File: config.mk
export PLATFORM = sky130hd
export DESIGN_NAME = ptme_ctl
export DESIGN_NICKNAME = d
export VERILOG_FILES = /design/src/rtl/ptme_pkg.sv /design/src/rtl/ptme_ctl.sv
export SDC_FILE = /design/constraint.sdc
export NUM_CORES = 1
export LEC_CHECK = 0
export BUFFER_PORTS_ARGS = -buffer_cell sky130_fd_sc_hd__buf_2
export CORE_AREA = 2 2 39 41
export CTS_CLUSTER_SIZE = 16
export DETAILED_ROUTE_END_ITERATION = 10
export DIE_AREA = 0 0 41 43
export PLACE_DENSITY_LB_ADDON = 0.15
export RECOVER_POWER = 100
export SYNTH_ARGS = -nofsm -noshare
export SYNTH_HDL_FRONTEND = slang
export SYNTH_SLANG_ARGS = --single-unit
File: constraint.sdc
create_clock -name i_clk -period 1.53 [get_ports i_clk]
set_input_delay 0.306 -clock i_clk [delete_from_list [all_inputs] [get_ports i_clk]]
set_output_delay 0.306 -clock i_clk [all_outputs]
set_load 0.05 [all_outputs]
File: src/rtl/ptme_pkg.sv
// Package for the page table map engine: item types, codes, control structs.
`default_nettype none
package ptme_pkg;

    // Pool size default and fixed table geometry.
    localparam int TABLE_PAGES_DEF   = 64;
    localparam int ENTRIES_PER_TABLE = 512;
    localparam int IDX_W             = 9;

    // Request operations.
    localparam logic [1:0] OP_MAP4K   = 2'd0;
    localparam logic [1:0] OP_UNMAP4K = 2'd1;
    localparam logic [1:0] OP_MAP2M   = 2'd2;
    localparam logic [1:0] OP_INVALID = 2'd3;

    // Result status codes.
    localparam logic [2:0] ST_OK        = 3'd0;
    localparam logic [2:0] ST_UNALIGNED = 3'd1;
    localparam logic [2:0] ST_CONFLICT  = 3'd2;
    localparam logic [2:0] ST_NOT_MAPPED = 3'd3;
    localparam logic [2:0] ST_EXHAUSTED = 3'd4;

    // Walk levels: root table down to the 4K leaf table.
    localparam logic [1:0] LVL_PML4 = 2'd3;
    localparam logic [1:0] LVL_PDPT = 2'd2;
    localparam logic [1:0] LVL_PD   = 2'd1;
    localparam logic [1:0] LVL_PT   = 2'd0;

    typedef struct packed {
        logic [1:0]  op;
        logic [47:0] virt_addr;
        logic [51:0] phys_addr;
        logic        write_enable;
        logic        user_access;
        logic        global_page;
        logic        copy_on_write;
        logic        no_execute;
    } t_in_item;

    typedef struct packed {
        logic [2:0]  status;
        logic [63:0] leaf_entry;
    } t_out_item;

    typedef enum logic [2:0] {
        S_INIT,
        S_IDLE,
        S_CHECK,
        S_RD,
        S_EVAL,
        S_FILL,
        S_DONE
    } t_state;

    // Commands from the controller to the datapath.
    typedef struct packed {
        logic cap;
        logic chk;
        logic rd;
        logic ev;
        logic fill;
        logic out_load;
    } t_ctl_cmd;

    // Status from the datapath to the controller.
    typedef struct packed {
        logic chk_err;
        logic ev_done;
        logic ev_fill;
        logic fill_last;
        logic out_free;
    } t_dp_sts;

endpackage
`default_nettype wire

File: src/rtl/ptme_ctl.sv
// Controller state machine of the page table map engine.
`default_nettype none
module ptme_ctl import ptme_pkg::*; (
    input  wire logic     i_clk,
    input  wire logic     i_rst_n,
    input  wire logic     i_in_valid,
    output logic          o_in_ready,
    input  wire t_dp_sts  i_sts,
    output t_ctl_cmd      o_cmd
);
    t_state r_state, n_state;

    // State register; reset starts the root page clearing pass.
    always_ff @(posedge i_clk) begin
        if (!i_rst_n) begin
            r_state <= S_INIT;
        end else begin
            r_state <= n_state;
        end
    end

    // Next state and commands.
    always_comb begin
        n_state    = r_state;
        o_cmd      = '0;
        o_in_ready = 1'b0;
        case (r_state)
            S_INIT: begin
                o_cmd.fill = 1'b1;
                if (i_sts.fill_last) n_state = S_IDLE;
            end
            S_IDLE: begin
                o_in_ready = 1'b1;
                o_cmd.cap  = i_in_valid;
                if (i_in_valid) n_state = S_CHECK;
            end
            S_CHECK: begin
                o_cmd.chk = 1'b1;
                n_state   = i_sts.chk_err ? S_DONE : S_RD;
            end
            S_RD: begin
                o_cmd.rd = 1'b1;
                n_state  = S_EVAL;
            end
            S_EVAL: begin
                o_cmd.ev = 1'b1;
                if (i_sts.ev_done) begin
                    n_state = S_DONE;
                end else if (i_sts.ev_fill) begin
                    n_state = S_FILL;
                end else begin
                    n_state = S_RD;
                end
            end
            S_FILL: begin
                o_cmd.fill = 1'b1;
                if (i_sts.fill_last) n_state = S_RD;
            end
            S_DONE: begin
                if (i_sts.out_free) begin
                    o_cmd.out_load = 1'b1;
                    n_state        = S_IDLE;
                end
            end
            default: begin
                n_state = S_IDLE;
            end
        endcase
    end
endmodule
`default_nettype wire

==> results.py <==
metrics = {
    "setup_path": {
        "crit_type": "reg -> out",
        "crit_required_ns": 1.22,
        "end_kind": "primary output",
        "crit_path_start_kind": "flop",
        "arrival_ns": 1.17,
        "cp_max_fo": 6,
    },
    "routing": {
        "ant_nets": 0,
        "first_iter_violations": 0,
        "drc": 0,
        "post_drt_via_cell_ratio": 4.527,
        "drt_wl_total_um": 755,
        "drtPass1Iterations": 1,
        "num_vias": 335,
        "wire_per_inst_um": 10.20,
    },
    "global_routing": {
        "antenna_found_initial": 0,
        "grtUsageTotal": 0.08526,
        "grt_pass1_wl_um": 979,
        "grt_pass1_vias": 266,
        "grt_overflow_total": 0,
        "grt_max_degree": 12,
    },
    "synth": {
        "synth-xor-area-share": 0,
        "synthesis.nets": 44,
        "syn_area_per_cell_um2": 7.820,
        "synth-seq-cells": 3,
        "synth-compound-area-share": 0.2844,
        "ys_types": 23,
        "synth_cells": 36,
        "synth_adder_area_share": 0,
        "synth_area_um2": 281.5,
        "synth_top_family_by_area": "simple AND/OR/NAND/NOR gates",
        "ys_seq_area_frac": 0.2133,
        "synth.area.mux_share": 0.07111,
        "yosys.area_share.simple": 0.3600,
        "yosysWarnings": 0,
    },
    "finish": {
        "finish.instance_area_um2": 470.5,
        "largestRegisters": "r_state: 3 flops",
        "antenna_cells": 0,
        "utilization": 0.3400,
        "syn2layout_area_growth_pct": 67.11,
        "final_cell_count_no_fill": 74,
        "nFillCells": 154,
        "regArea_um2": 68.82,
        "top_register": "r_state",
        "layout-drive-gt1-share": 0.5862,
        "multi_input_area_um2": 219.0,
        "fin_nets": 67,
        "largest_reg_flops": 3,
    },
    "power_and_ir_drop": {
        "combPwrFrac": 0.702,
        "clockPowerShare": 0.114,
        "p_int_w": 0.0005915,
        "pwr-share-seq": 0.184,
        "power_switching_w": 0.0006066,
        "leakage_nw": 0.2300,
        "sw_frac_of_total": 0.5063,
        "ir_drop_mv": 0.7707,
        "p_per_area_nw_per_um2": 2547,
    },
    "cts": {
        "cts.path.max_buffers": 2,
        "cts_tree": "done",
        "clk_pin_slew_worst_paths_ns": 0.04,
        "numCtsBuffers": 3,
        "cts_sinks": 3,
        "clkLatencyLatePin_ns": 0.23,
        "htree_num_levels": 1,
        "cts-root-buf": "clkbuf_4",
    },
    "timing": {
        "worst_pin_slew_ns": 0.3409,
        "rsz0062_at_grt": "true",
        "finalCriticalPeriod_ns": 1.475,
        "relSlewSlack": 0.7724,
        "hold_viol": 0,
        "finalSetupTns_ns": 0,
        "min_period_over_period": 0.9637,
        "clock-skew-final_ns": 0.0008469,
        "finalMaxSlewViolations": 0,
        "finalSetupViolCount": 0,
        "max_freq_mhz": 678.2,
        "finalHoldWorstSlack_ns": 0.3399,
    },
    "die": {
        "fp.dieH_um": 43,
        "die-width_um": 41,
        "pin_count": 15,
        "coreArea_um2": 1384,
        "dieArea_um2": 1763,
        "start_util": 0.2034,
        "placementRows": 14,
    },
    "placement": {
        "io_buffers": 14,
        "place_congestion": 0.7113,
        "dp.cells": 66,
        "placed_cell_area_um2": 391.6,
        "hpwl_um": 550.2,
    },
    "worst_hold_path": {
        "hp-class": "in -> reg",
    },
    "job": {
        "max_cap_viol_count": 0,
    },
    "run_status": {
        "status": "finished clean",
    },
}
cell type report:
cell class,instances,area share
Multi-Input combinational cell,29,0.4654
Clock buffer,4,0.05585
Timing Repair Buffer,21,0.2819
Tap cell,16,0.04255
Inverter,1,0.007979
Sequential cell,3,0.1463
power groups by stage:
stage	Sequential (W)	Combinational, W	Clock, W
global route	0.000228	0.000897	0.000152
global placement	0.000217	0.000704	0
floorplan	0.000149	0.000611	0
detailed placement	0.000215	0.000699	0
finish	0.000220	0.000841	0.000136
CTS	0.000222	0.000747	0.000147
placed cells by master, fill, tap and decap left out, types with 2 or more instances in the layout:
cell / netlist / routed
a21oi_1: 5 / 4
buf_2: 1 / 10
buf_4: 1 / 6
buf_6: 0 / 2
clkbuf_2: 0 / 3
clkbuf_4: 0 / 3
dfxtp_4: 0 / 2
mux2i_1: 2 / 2
nand2_1: 2 / 2
nand3_1: 2 / 2
nor2_1: 3 / 2
cell usage after synthesis (all sizes together):
master / count / area share
o21a: 1 / 0.027
and4b: 1 / 0.036
nand2: 3 / 0.049
mux2i: 2 / 0.071
nor2: 3 / 0.040
and2: 1 / 0.022
nand3: 2 / 0.036
o311a: 1 / 0.036
nor3b: 3 / 0.080
or2: 1 / 0.022
inv: 1 / 0.013
and3b: 1 / 0.031
a21oi: 5 / 0.089
o41ai: 1 / 0.058
o311ai: 1 / 0.058
clkbuf: 1 / 0.013
buf: 2 / 0.044
and3: 1 / 0.022
o21ai: 1 / 0.018
nand2b: 1 / 0.022
dfxtp: 3 / 0.21
worst max-delay path: stages (launching register included):
cell and delay (ns):
dfxtp_4 0.37, clkbuf_2 0.14, nor3b_4 0.23, buf_6 0.19
final timing paths:
kind | start | endpoint | slack (ns) | cells past startpoint
worst max register to register | r_state[0] | r_state[2] | 0.19 | 5
worst min register to register | r_state[2] | r_state[2] | 0.67 | 3
worst min-delay path | i_rst_n | r_state[2] | 0.34 | 2
worst max-delay path | r_state[2] | o_cmd[2] | 0.06 | 3
logic make-up (layout without fill, tap and decap cells):
kind of cell,Yosys count,in the layout
flip-flops,3,3
AO/OA/AOI/OAI,10,10
AND/OR/NAND/NOR,17,17
multiplexers,2,2
buffers and inverters,4,26
what timing repair did:
item | 4_1_cts | 5_1_grt
hold buffers | 0 | 0
endpoints found under the setup margin | 7 | 3
endpoints found under the hold margin | 0 | 0
pin swaps | 0 | 1
buffers inserted | 0 | 4
gates cloned | 0 | 0
gates resized for setup | 7 | 8
metrics by stage:
step	power, W	setup WS [ns]
5_1_grt	0.001277	-0.02856
4_1_cts	0.001117	0.003754
6_report	0.001198	0.05547
3_3_place_gp	0.0009213	0.1293
2_1_floorplan	0.0007607	-0.1196
3_5_place_dp	0.0009140	0.1261
routing by layer:
metal  vias to the layer above  global-route usage  part of all wire
li1                        175                   -                 -
met1                       152             0.08654              0.42
met2                         8              0.1250              0.53
met3                         0             0.01571             0.053
met4                         0              0.1000                 0
met5                         -                   0                 0
Note: power is estimated with default switching activity, not from simulation.
